`src/hw/rtl/frcd_pkg.sv`:
```
package frcd_pkg;

	localparam int MaxPayload = 32;
	localparam int QueueDepth = 4;

	localparam logic [1:0] KIND_BYTE    = 2'd0;
	localparam logic [1:0] KIND_TAKE    = 2'd1;
	localparam logic [1:0] KIND_ARM     = 2'd2;
	localparam logic [1:0] KIND_ABANDON = 2'd3;

	localparam logic [4:0] V_LENREJ   = 5'd0;
	localparam logic [4:0] V_CRCERR   = 5'd1;
	localparam logic [4:0] V_UNKNOWN  = 5'd2;
	localparam logic [4:0] V_STATE_OK = 5'd3;
	localparam logic [4:0] V_STATE_DUP = 5'd4;
	localparam logic [4:0] V_HB_OK    = 5'd5;
	localparam logic [4:0] V_HB_DUP   = 5'd6;
	localparam logic [4:0] V_EV_QUEUED = 5'd7;
	localparam logic [4:0] V_EV_DUP   = 5'd8;
	localparam logic [4:0] V_EV_FULL  = 5'd9;
	localparam logic [4:0] V_ACK_MATCH = 5'd10;
	localparam logic [4:0] V_ACK_IGN  = 5'd11;
	localparam logic [4:0] V_ARMED    = 5'd12;
	localparam logic [4:0] V_ARM_REF  = 5'd13;
	localparam logic [4:0] V_ABANDONED = 5'd14;
	localparam logic [4:0] V_ABAND_IGN = 5'd15;
	localparam logic [4:0] V_PAYLOAD  = 5'd16;

	localparam logic [7:0] HDR0 = 8'hA5;
	localparam logic [7:0] HDR1 = 8'h5A;
	localparam logic [7:0] T_STATE = 8'h01;
	localparam logic [7:0] T_HB    = 8'h02;
	localparam logic [7:0] T_EVENT = 8'h03;
	localparam logic [7:0] T_ACK   = 8'h04;
	localparam logic [15:0] CRC_INIT = 16'hFFFF;
	localparam logic [15:0] CRC_POLY = 16'hA001;

	typedef struct packed {
		logic [1:0] kind;
		logic [7:0] data_byte;
	} in_item_t;

	typedef struct packed {
		logic [4:0] verdict;
		logic [7:0] frame_kind;
		logic [7:0] seq_number;
		logic [5:0] payload_length;
		logic [7:0] payload_value;
		logic [7:0] lost_frames;
		logic       send_ack;
		logic       last;
	} out_item_t;

	function automatic logic [15:0] crc_byte(input logic [15:0] c, input logic [7:0] b);
		logic [15:0] r;
		r = c ^ {8'h00, b};
		for (int k = 0; k < 8; k++) begin
			r = r[0] ? ((r >> 1) ^ CRC_POLY) : (r >> 1);
		end
		return r;
	endfunction

endpackage

```
`src/hw/rtl/frcd_if.sv`:
```
interface frcd_in_if;
	logic              valid;
	logic              ready;
	frcd_pkg::in_item_t data;
	modport source(output valid, output data, input ready);
	modport sink(input valid, input data, output ready);
endinterface

interface frcd_out_if;
	logic               valid;
	logic               ready;
	frcd_pkg::out_item_t data;
	modport source(output valid, output data, input ready);
	modport sink(input valid, input data, output ready);
endinterface

```
`src/hw/rtl/frame_receiver_crc_dedup_top.sv`:
```
// channel   dir   payload
// in_ch     in    kind, data_byte
// out_ch    out   verdict, frame_kind, seq_number, payload_length, payload_value,
//                 lost_frames, send_ack, last
// a byte with no result is taken whenever input is ready; the crc is folded in the same cycle
// a fresh state or queued event frame emits its payload bytes (each a ram read, then a load)
// and the verdict after the last byte; other frames, arm, abandon and rejections give one result
// input is held off until the last result of a transaction has left the output register
// output stalls hold the emitter; reset is asynchronous and clears all control
module frame_receiver_crc_dedup_top #(
	parameter int MAX_PAYLOAD = frcd_pkg::MaxPayload,
	parameter int QUEUE_DEPTH = frcd_pkg::QueueDepth
) (
	input  logic      clk,
	input  logic      arst_n,
	frcd_in_if.sink   in_ch,
	frcd_out_if.source out_ch
);

	localparam int AW = (MAX_PAYLOAD > 1) ? $clog2(MAX_PAYLOAD) : 1;

	localparam logic [2:0] PH_HUNT0 = 3'd0;
	localparam logic [2:0] PH_HUNT1 = 3'd1;
	localparam logic [2:0] PH_LEN   = 3'd2;
	localparam logic [2:0] PH_TYPE  = 3'd3;
	localparam logic [2:0] PH_SEQ   = 3'd4;
	localparam logic [2:0] PH_PAY   = 3'd5;
	localparam logic [2:0] PH_CRCL  = 3'd6;
	localparam logic [2:0] PH_CRCH  = 3'd7;

	localparam logic [5:0] MAXP = 6'(MAX_PAYLOAD);
	localparam logic [2:0] QDEP = 3'(QUEUE_DEPTH);

	logic [7:0] mem [MAX_PAYLOAD];
	logic [7:0] rd_data;

	logic [2:0]  phase_q;
	logic [5:0]  len_q, idx_q;
	logic [7:0]  type_q, seq_q, crcl_q;
	logic [15:0] crc_q;
	logic        sseed_q, eseed_q, pend_q;
	logic [7:0]  slast_q, elast_q, pseq_q, nseq_q;
	logic [2:0]  qfill_q;

	// emitter: busy while payload bytes or a verdict are owed
	logic                emit_q;
	logic [5:0]          ecnt_q;
	logic                rdv_q;
	frcd_pkg::out_item_t vrd_q;
	logic                obuf_v_q;
	frcd_pkg::out_item_t obuf_q;

	logic [1:0] kind;
	logic [7:0] b;
	logic       acc;
	assign kind = in_ch.data.kind;
	assign b    = in_ch.data.data_byte;
	assign in_ch.ready = !emit_q && !obuf_v_q;
	assign acc  = in_ch.valid && in_ch.ready;

	assign out_ch.valid = obuf_v_q;
	assign out_ch.data  = obuf_q;

	logic [5:0] idx_n;
	assign idx_n = idx_q + 6'd1;

	logic [15:0] crc_in;
	assign crc_in = (phase_q == PH_LEN) ? frcd_pkg::CRC_INIT : crc_q;
	logic [15:0] crc_nx;
	assign crc_nx = frcd_pkg::crc_byte(crc_in, b);

	always_ff @(posedge clk) begin
		if (acc && kind == frcd_pkg::KIND_BYTE && phase_q == PH_PAY && idx_q < MAXP)
			mem[idx_q[AW-1:0]] <= b;
		if (!rdv_q)
			rd_data <= mem[ecnt_q[AW-1:0]];
	end

	// classification of a finished frame
	frcd_pkg::out_item_t cls;
	logic       cls_pay;
	logic       s_upd, e_upd, q_inc, p_clr;
	always_comb begin
		cls = '0;
		cls.frame_kind = type_q;
		cls.seq_number = seq_q;
		cls.payload_length = len_q;
		cls.last = 1'b1;
		cls_pay = 1'b0;
		s_upd = 1'b0; e_upd = 1'b0; q_inc = 1'b0; p_clr = 1'b0;
		priority if (type_q == frcd_pkg::T_STATE || type_q == frcd_pkg::T_HB) begin
			if (!sseed_q || seq_q != slast_q) begin
				s_upd = 1'b1;
				cls.lost_frames = sseed_q ? seq_q - slast_q - 8'd1 : 8'd0;
				cls.verdict = (type_q == frcd_pkg::T_STATE) ? frcd_pkg::V_STATE_OK
					: frcd_pkg::V_HB_OK;
				cls_pay = (type_q == frcd_pkg::T_STATE);
			end else begin
				cls.verdict = (type_q == frcd_pkg::T_STATE) ? frcd_pkg::V_STATE_DUP
					: frcd_pkg::V_HB_DUP;
			end
		end else if (type_q == frcd_pkg::T_EVENT) begin
			priority if (eseed_q && seq_q == elast_q) begin
				cls.verdict = frcd_pkg::V_EV_DUP;
				cls.send_ack = 1'b1;
			end else if (qfill_q >= QDEP) begin
				cls.verdict = frcd_pkg::V_EV_FULL;
			end else begin
				cls.verdict = frcd_pkg::V_EV_QUEUED;
				cls.send_ack = 1'b1;
				cls_pay = 1'b1; e_upd = 1'b1; q_inc = 1'b1;
			end
		end else if (type_q == frcd_pkg::T_ACK) begin
			if (pend_q && seq_q == pseq_q) begin
				cls.verdict = frcd_pkg::V_ACK_MATCH;
				p_clr = 1'b1;
			end else begin
				cls.verdict = frcd_pkg::V_ACK_IGN;
			end
		end else begin
			cls.verdict = frcd_pkg::V_UNKNOWN;
		end
	end

	logic obuf_free;
	assign obuf_free = !obuf_v_q || out_ch.ready;

	// next transaction for the output register
	logic                load_o;
	frcd_pkg::out_item_t o_item;
	always_comb begin
		load_o = 1'b0;
		o_item = '0;
		if (emit_q) begin
			if (rdv_q) begin
				if (obuf_free) begin
					load_o = 1'b1;
					o_item.verdict = frcd_pkg::V_PAYLOAD;
					o_item.frame_kind = vrd_q.frame_kind;
					o_item.seq_number = vrd_q.seq_number;
					o_item.payload_length = vrd_q.payload_length;
					o_item.payload_value = rd_data;
				end
			end else if (!(ecnt_q < len_q && ecnt_q < MAXP) && obuf_free) begin
				load_o = 1'b1;
				o_item = vrd_q;
			end
		end else if (acc) begin
			unique case (kind)
				frcd_pkg::KIND_TAKE: begin
				end
				frcd_pkg::KIND_ARM: begin
					load_o = 1'b1;
					o_item.last = 1'b1;
					if (pend_q) begin
						o_item.verdict = frcd_pkg::V_ARM_REF;
						o_item.seq_number = pseq_q;
					end else begin
						o_item.verdict = frcd_pkg::V_ARMED;
						o_item.seq_number = nseq_q;
					end
				end
				frcd_pkg::KIND_ABANDON: begin
					load_o = 1'b1;
					o_item.last = 1'b1;
					if (pend_q) begin
						o_item.verdict = frcd_pkg::V_ABANDONED;
						o_item.seq_number = pseq_q;
					end else begin
						o_item.verdict = frcd_pkg::V_ABAND_IGN;
					end
				end
				default: begin
					if (phase_q == PH_LEN && b > 8'(MAXP)) begin
						load_o = 1'b1;
						o_item.verdict = frcd_pkg::V_LENREJ;
						o_item.last = 1'b1;
					end else if (phase_q == PH_CRCH && {b, crcl_q} != crc_q) begin
						load_o = 1'b1;
						o_item.verdict = frcd_pkg::V_CRCERR;
						o_item.frame_kind = type_q;
						o_item.seq_number = seq_q;
						o_item.payload_length = len_q;
						o_item.last = 1'b1;
					end
				end
			endcase
		end
	end

	always_ff @(posedge clk or negedge arst_n) begin
		if (!arst_n) begin
			phase_q <= PH_HUNT0;
			len_q <= '0; idx_q <= '0; type_q <= '0; seq_q <= '0; crcl_q <= '0;
			crc_q <= frcd_pkg::CRC_INIT;
			sseed_q <= 1'b0; eseed_q <= 1'b0; pend_q <= 1'b0;
			slast_q <= '0; elast_q <= '0; pseq_q <= '0; nseq_q <= '0;
			qfill_q <= '0;
			emit_q <= 1'b0; ecnt_q <= '0; rdv_q <= 1'b0; vrd_q <= '0;
			obuf_v_q <= 1'b0; obuf_q <= '0;
		end else begin
			if (load_o) begin
				obuf_v_q <= 1'b1;
				obuf_q <= o_item;
			end else if (out_ch.ready) begin
				obuf_v_q <= 1'b0;
			end
			if (emit_q) begin
				// rdv_q: read data for ecnt_q-1 available this cycle
				if (rdv_q) begin
					if (obuf_free) rdv_q <= 1'b0;
				end else if (ecnt_q < len_q && ecnt_q < MAXP) begin
					rdv_q <= 1'b1;
					ecnt_q <= ecnt_q + 6'd1;
				end else if (obuf_free) begin
					emit_q <= 1'b0;
				end
			end else if (acc) begin
				unique case (kind)
					frcd_pkg::KIND_TAKE: begin
						if (qfill_q != 3'd0) qfill_q <= qfill_q - 3'd1;
					end
					frcd_pkg::KIND_ARM: begin
						if (!pend_q) begin
							pend_q <= 1'b1;
							pseq_q <= nseq_q;
							nseq_q <= nseq_q + 8'd1;
						end
					end
					frcd_pkg::KIND_ABANDON: begin
						if (pend_q) pend_q <= 1'b0;
					end
					default: begin
						unique case (phase_q)
							PH_HUNT0: if (b == frcd_pkg::HDR0) phase_q <= PH_HUNT1;
							PH_HUNT1: phase_q <= (b == frcd_pkg::HDR1) ? PH_LEN : PH_HUNT0;
							PH_LEN: begin
								if (b > 8'(MAXP)) begin
									phase_q <= PH_HUNT0;
								end else begin
									len_q <= b[5:0];
									idx_q <= '0;
									crc_q <= crc_nx;
									phase_q <= PH_TYPE;
								end
							end
							PH_TYPE: begin
								type_q <= b; crc_q <= crc_nx; phase_q <= PH_SEQ;
							end
							PH_SEQ: begin
								seq_q <= b; crc_q <= crc_nx;
								phase_q <= (len_q != 6'd0) ? PH_PAY : PH_CRCL;
							end
							PH_PAY: begin
								crc_q <= crc_nx;
								idx_q <= idx_n;
								if (idx_n >= len_q) phase_q <= PH_CRCL;
							end
							PH_CRCL: begin
								crcl_q <= b; phase_q <= PH_CRCH;
							end
							default: begin
								phase_q <= PH_HUNT0;
								if ({b, crcl_q} == crc_q) begin
									emit_q <= 1'b1;
									ecnt_q <= cls_pay ? 6'd0 : MAXP;
									rdv_q <= 1'b0;
									vrd_q <= cls;
									if (s_upd) begin
										sseed_q <= 1'b1; slast_q <= seq_q;
									end
									if (e_upd) begin
										eseed_q <= 1'b1; elast_q <= seq_q;
									end
									if (q_inc) qfill_q <= qfill_q + 3'd1;
									if (p_clr) pend_q <= 1'b0;
								end
							end
						endcase
					end
				endcase
			end
		end
	end

endmodule

```
`src/flat_wrapper.sv`:
```
// flat-port wrapper written by rule: the top's interface ports become plain ports
module frame_receiver_crc_dedup_top_flat 
#(
	parameter int MAX_PAYLOAD = frcd_pkg::MaxPayload,
	parameter int QUEUE_DEPTH = frcd_pkg::QueueDepth
)
  (clk, arst_n, in_ch_valid, in_ch_data, in_ch_ready, out_ch_valid, out_ch_data, out_ch_ready);
  frcd_in_if in_ch_i ();
  frcd_out_if out_ch_i ();
  input  logic clk;
  input  logic arst_n;
  input wire logic [$bits(in_ch_i.valid)-1:0] in_ch_valid;
  input wire logic [$bits(in_ch_i.data)-1:0] in_ch_data;
  output wire logic [$bits(in_ch_i.ready)-1:0] in_ch_ready;
  output wire logic [$bits(out_ch_i.valid)-1:0] out_ch_valid;
  output wire logic [$bits(out_ch_i.data)-1:0] out_ch_data;
  input wire logic [$bits(out_ch_i.ready)-1:0] out_ch_ready;
  assign in_ch_i.valid = in_ch_valid;
  assign in_ch_i.data = in_ch_data;
  assign in_ch_ready = in_ch_i.ready;
  assign out_ch_valid = out_ch_i.valid;
  assign out_ch_data = out_ch_i.data;
  assign out_ch_i.ready = out_ch_ready;
  frame_receiver_crc_dedup_top #(.MAX_PAYLOAD(MAX_PAYLOAD), .QUEUE_DEPTH(QUEUE_DEPTH)) u_core (.clk(clk), .arst_n(arst_n), .in_ch(in_ch_i), .out_ch(out_ch_i));
endmodule
```
`config.mk`:
```
export PLATFORM = sky130hd
export DESIGN_NAME = frame_receiver_crc_dedup_top_flat
export DESIGN_NICKNAME = d
export VERILOG_FILES = /design/src/hw/rtl/frcd_pkg.sv /design/src/hw/rtl/frcd_if.sv /design/src/hw/rtl/frame_receiver_crc_dedup_top.sv /design/src/flat_wrapper.sv
export SDC_FILE = /design/constraint.sdc
export NUM_CORES = 1
export LEC_CHECK = 0
export BUFFER_PORTS_ARGS = -buffer_cell sky130_fd_sc_hd__buf_4
export CAP_MARGIN = 0
export CORE_MARGIN = 3
export CORE_UTILIZATION = 31
export CTS_CLUSTER_SIZE = 40
export DETAILED_ROUTE_END_ITERATION = 10
export PLACE_DENSITY_LB_ADDON = 0.2
export SLEW_MARGIN = 20
export SYNTH_ARGS = -nofsm -noshare
export SYNTH_HDL_FRONTEND = slang
export SYNTH_SLANG_ARGS = --single-unit
```
`constraint.sdc`:
```
create_clock -name clk -period 4 [get_ports clk]
set_input_delay 1 -clock clk [delete_from_list [all_inputs] [get_ports clk]]
set_output_delay 1 -clock clk [all_outputs]
set_load 0.01 [all_outputs]
```
Yosys cells after proc, flatten, opt, wreduce, memory -nomap -nowiden. Memory sizes are Yosys's and may differ from the RTL's. A register that Yosys moved wholly into a read port is not among the register bits. Cells that the tools add are included.

Memories kept: 1. Bits of input ports: 14. Word-level logic and storage cells: 256. Flip-flop bits (word level): 184. Output and inout bits: 47. Bits in writable memories: 256.

Memories: u_core.mem (words 32, width 8, read ports 1, clocked after Yosys merged registers in 1, write ports 1, RTL line frame_receiver_crc_dedup_top.sv:34) `logic [7:0] mem [MAX_PAYLOAD];`.

Bitwise logic cells: 16. $add $sub $neg: 7. Mux-type cells: 109. Equality and inequality tests: 31. Reduce and logical (&&, ||, !) cells: 52. Order comparisons: 6.

Operator list (count): 2-to-1 mux 16 bit (10); 2-to-1 mux 35 bit (2); 2-to-1 mux 6 bit (10); 2-to-1 mux 27 bit (2); 2-to-1 mux 1 bit (48); 2-to-1 mux 8 bit (6); 2-to-1 mux 45 bit (1); one-hot mux 16 bit (2 select lines) (1); 2-to-1 mux 5 bit (5); AND reduction 5 bit (5); inverter 2 -> 3 bit (8); one-hot mux 8 bit (3 select lines) (1); AND reduction 6 bit (4); 2-to-1 mux 23 bit (1); 2-to-1 mux 22 bit (1); 2-to-1 mux 3 bit (7); one-hot mux 3 bit (7 select lines) (1); AND reduction 4 bit (5); 2-to-1 mux 17 bit (1); == test 16 bit (1); == test 8 x 2 -> 1 bit (second input constant) (2); == test 8 bit (2); != test 16 bit (1); bitwise XOR 16 x 8 -> 16 bit (1); 46 further kinds (95).

Depth between registers and ports, before layout.
Word-level depth: 21. Depth in mapped cells: 11. Depth with buffers taken out: 10.

Worst setup path before layout. Ideal clock, no wire load.

Path type: input to register. Start: in in_ch_valid. End: mem u_core.mem[31][0], enable pin. Data arrival time: 2974 ps. Stages on the path: 5. Slack: 628 ps. Buffers on the path: 1. Data required time: 3602 ps. Library setup time: 398 ps. Path through: or3b_1 > buf_2 > nor3_1 > nand2_1 > nor4b_1.

Cells in the longest elaborated chain, start to end: 6.

RTL lines: start, declared (RTL line flat_wrapper.sv:12) `input wire logic [$bits(in_ch_i.valid)-1:0] in_ch_valid;`; logical AND 1 bit (RTL line frame_receiver_crc_dedup_top.sv:59) `assign acc = in_ch.valid && in_ch.ready;`; logical AND 1 bit (3 in series) (RTL line frame_receiver_crc_dedup_top.sv:73) `if (acc && kind == frcd_pkg::KIND_BYTE && phase_q == PH_PAY && idx_q < MAXP)`; 2-to-1 mux 1 bit (RTL line frame_receiver_crc_dedup_top.sv:73); 2-to-1 mux 1 bit (not written as such) (RTL line frame_receiver_crc_dedup_top.sv:74) `mem[idx_q[AW-1:0]] <= b;`; end, declared (RTL line frame_receiver_crc_dedup_top.sv:34).

Every way passes these cells.

Worst setup path in the final report.
Start: in in_ch_data[4]. End: reg u_core.obuf_q, in the netlist u_core.out_ch.data[42].

Cells in the longest elaborated chain, start to end: 7. Elaborated cells on any way between the ends: 9. Classes of those cells: order compare (1); eq/ne (1); mux (5); reduce/logical (2).

RTL lines: start, declared (RTL line flat_wrapper.sv:13) `input wire logic [$bits(in_ch_i.data)-1:0] in_ch_data;`; parallel branches: the longest is 3 deep, another holds > comparator 8 x 6 -> 1 bit; 2-to-1 mux 1 bit * (RTL line frame_receiver_crc_dedup_top.sv:174) `if (phase_q == PH_LEN && b > 8'(MAXP)) begin`; one-hot mux 1 bit (2 select lines) * (RTL line frame_receiver_crc_dedup_top.sv:149) `unique case (kind)`; 2-to-1 mux 1 bit * (RTL line frame_receiver_crc_dedup_top.sv:148) `end else if (acc) begin`; 2-to-1 mux 1 bit * (RTL line frame_receiver_crc_dedup_top.sv:134) `if (emit_q) begin`; end signal, assigned (RTL line frame_receiver_crc_dedup_top.sv:204) `obuf_q <= o_item;`; end, declared (RTL line frame_receiver_crc_dedup_top.sv:51) `frcd_pkg::out_item_t obuf_q;`.

Mark *: on every way between the ends. A chain may end at the register's enable or synchronous reset.

==> results.cfg <==
[worst_hold_path]
timing.hold.worst.class = flip-flop to flip-flop
hp-start = u_core.eseed_q

[grt]
grt.overflow.total = 0
grt_pass1_wl_um = 73400
grt_max_degree = 95
grt_pass1_vias = 11500
antenna_violations_before_repair = 0
grt_use_total_pct = 14.5

[clocking]
cts_hold_repair.buffers = 0
cts_max_level = 2
sink_count = 447
postCtsSetupBuffers = 0
clk-insertion-delay-late_ns = 0.60
post_cts.resized_instances = 0
tritoncts_clock_tree = built
cts_buffers = 47
clockRootBuffer = sky130_fd_sc_hd__clkbuf_16
cts_max_path_buffers = 3
worst_setup_hold_path_clk_slew_ns = 0.06

[placement]
routabilityCongestion = 0.750
detailed_place_hpwl_um = 31900
io_port_bufs = 60
placed_cells_incl_taps = 2193

[detailed_routing]
totalWireLength_um = 47500
vias_per_cell = 4.88
drc = 0
via_count = 11100
avgRoutedWirePerCell_um = 20.9
drt-initial-drc-count = 779
detail_route.first_pass.iterations = 5
detail-route-antenna-nets = 0

[floorplan]
pin_count = 61
chipWidth_um = 256
design.core.area_mm2 = 0.0610
row_count = 90
fp.dieArea_mm2 = 0.0655
initial_core_util_pct = 31.7
floorplan.die.height_um = 256

[timing]
slew_headroom_pct = 43.5
maxSlewViolCount = 0
setup_viol_count_final = 0
tightest_slew_ns = 0.843
hold_viol_final = 0
final.min_clock_period_ns = 2.98
setup_repair_after_global_routing_missed_its_margin = no
finalSetupTns_ns = 0
timing.final.crit_share_pct = 74.5
clock-skew-final_ns = 0.0374
timing.fmax_mhz = 335

[layout]
layout-drive-gt1-share_pct = 24.9
flow.area_growth_from_synthesis_pct = 16.7
seq_cell_area_mm2 = 0.0125
area_used_by_multi_input_combinational_logic_mm2 = 0.00640
nets = 1455
filler_cell_count = 5868
final_cells = 2280
num_antenna_cells = 0

[logic_synthesis]
synth_warnings = 0
ys_dominant_reg_cell = sky130_fd_sc_hd__edfxtp_1
postSynthRegisterBits = 447
synth.distinct_cells = 67
yosys-top-cells-area = sky130_fd_sc_hd__edfxtp_1, sky130_fd_sc_hd__dfrtp_1, sky130_fd_sc_hd__mux4_2
postSynthAreaPerCell_um2 = 14.8
synth-async-reset-ratio_pct = 40.9
synth_top_area_share_pct = 40.9
sequential_fraction_of_the_synthesis_area_pct = 64.7
syn-cell-area_mm2 = 0.0194
synth_cells = 1312
yosysTopAreaCell = sky130_fd_sc_hd__edfxtp_1
synth-edff-count = 264
synth_nets = 1353

[power]
ir_drop_uv = 326
power.density_cell_area_mw_per_mm2 = 497
total_power_mw = 11.2
power.static_leakage_nw = 8.84

[setup_path]
timing.critical_path.required_ns = 4.52
regToRegStartpoint = u_core.emit_q
crit_fanout = 29
critPathCaptureType = flip-flop
timing_worst_setup_path_type = primary input to flip-flop
worstPathArrival_ns = 3.50
timing.critical_path.from_type = primary input
setup.worst_path.start = in_ch_data[4]

[run_status]
run_status = finished clean

[job]
max_cap_viol_count = 0
## logic make-up after synthesis
| logic type | share of synthesized area (%) |
|---|---|
| flops | 64.7 |
| simple gates | 8.64 |
| compound gates | 6.09 |
| mux | 12.2 |
| buf+inv | 2.33 |
| xor+xnor | 4.23 |
| fa+ha+maj | 1.82 |
## flip-flops by register name, indices dropped and copies added, names as in the netlist, 8 cells and up
| register | count |
|---|---|
| u_core.mem | 256 |
| u_core.out_ch.data | 45 |
| u_core.vrd_q | 36 |
| u_core.crc_q | 16 |
| u_core.crcl_q | 8 |
| u_core.elast_q | 8 |
| u_core.nseq_q | 8 |
| u_core.pseq_q | 8 |
| u_core.rd_data | 8 |
| u_core.seq_q | 8 |
| u_core.slast_q | 8 |
| u_core.type_q | 8 |
## power breakdown
part           switching (mW)  internal (mW)
Clock                    1.83           2.46
Sequential              0.349           5.14
Combinational           0.757          0.690
Total                    2.94           8.29
## cell type report
type                       count  share of cell area (%)
tap                          828                    4.59
clock inverter                26                    1.02
clock buffer                  61                    5.67
multi-input combinational    765                    28.3
timing repair buffer         131                    4.55
sequential                   447                    55.5
inverter                      22                   0.366
## layer usage
metal  GRT usage, %  routed length (µm)  vias to the layer above
met5              0                   0                        -
met4           3.66                 978                        0
met3           3.20                2310                       65
met2           23.2               22400                      237
met1           20.2               21800                     5723
li1               -                   -                     5092
## cell usage after synthesis (21+ instances only)
cell type / instances
sky130_fd_sc_hd__xor2_1: 37
sky130_fd_sc_hd__clkbuf_1: 50
sky130_fd_sc_hd__a22o_1: 34
sky130_fd_sc_hd__nand2_1: 165
sky130_fd_sc_hd__nor2_1: 72
sky130_fd_sc_hd__xnor2_1: 52
sky130_fd_sc_hd__mux2_2: 49
sky130_fd_sc_hd__mux4_2: 80
sky130_fd_sc_hd__dfrtp_1: 167
sky130_fd_sc_hd__ha_1: 25
sky130_fd_sc_hd__o21ai_0: 53
sky130_fd_sc_hd__edfxtp_1: 264
sky130_fd_sc_hd__inv_1: 21
## worst paths after layout
path | to | cells past startpoint | slack [ns]
max | u_core.out_ch.data[42] | 9 | 1.02
min | u_core.eseed_q | 1 | 0.46
max reg2reg | u_core.mem[22][0] | 7 | 1.03
min reg2reg | u_core.eseed_q | 1 | 0.46
max in group asynchronous | u_core.crc_q[4] | 2 | 2.63
min in group asynchronous | u_core.out_ch.data[8] | 1 | 0.48
## placed cells by master (no fill, tap or decap), drive strengths merged, types with 22 or more instances in the layout
| cell type | synthesis | layout |
|---|---|---|
| ha | 25 | 25 |
| clkinv | 0 | 23 |
| xor2 | 37 | 37 |
| a22o | 34 | 34 |
| mux2 | 49 | 49 |
| inv | 22 | 22 |
| dfrtp | 167 | 167 |
| o21ai | 53 | 53 |
| buf | 28 | 130 |
| nand2 | 165 | 165 |
| nor2 | 74 | 74 |
| mux4 | 80 | 80 |
| edfxtp | 264 | 264 |
| clkbuf | 50 | 62 |
| xnor2 | 53 | 53 |
## metrics by stage
stage / hold WS [ns] / util, % / setup slack [ns] / cell area [µm²]
after floorplan: 0.425 / - / 0.628 / 19400
after global placement: 0.447 / 34.5 / 0.473 / 21100
after detailed placement: 0.444 / 34.5 / 0.461 / 21100
after CTS: 0.462 / 37.0 / 1.00 / 22600
after global routing: 0.476 / 37.0 / 0.850 / 22600
final: 0.460 / 37.0 / 1.02 / 22600
## worst max-delay path: stages
cell	delay, ns
sky130_fd_sc_hd__buf_4	0.17
sky130_fd_sc_hd__or3_1	0.42
sky130_fd_sc_hd__o31ai_2	0.20
sky130_fd_sc_hd__nor3b_1	0.43
sky130_fd_sc_hd__nor3_1	0.16
sky130_fd_sc_hd__o31a_4	0.39
sky130_fd_sc_hd__nor2_8	0.26
sky130_fd_sc_hd__buf_12	0.24
sky130_fd_sc_hd__a221o_1	0.18
No activity file was read; power rests on OpenSTA's default activity.
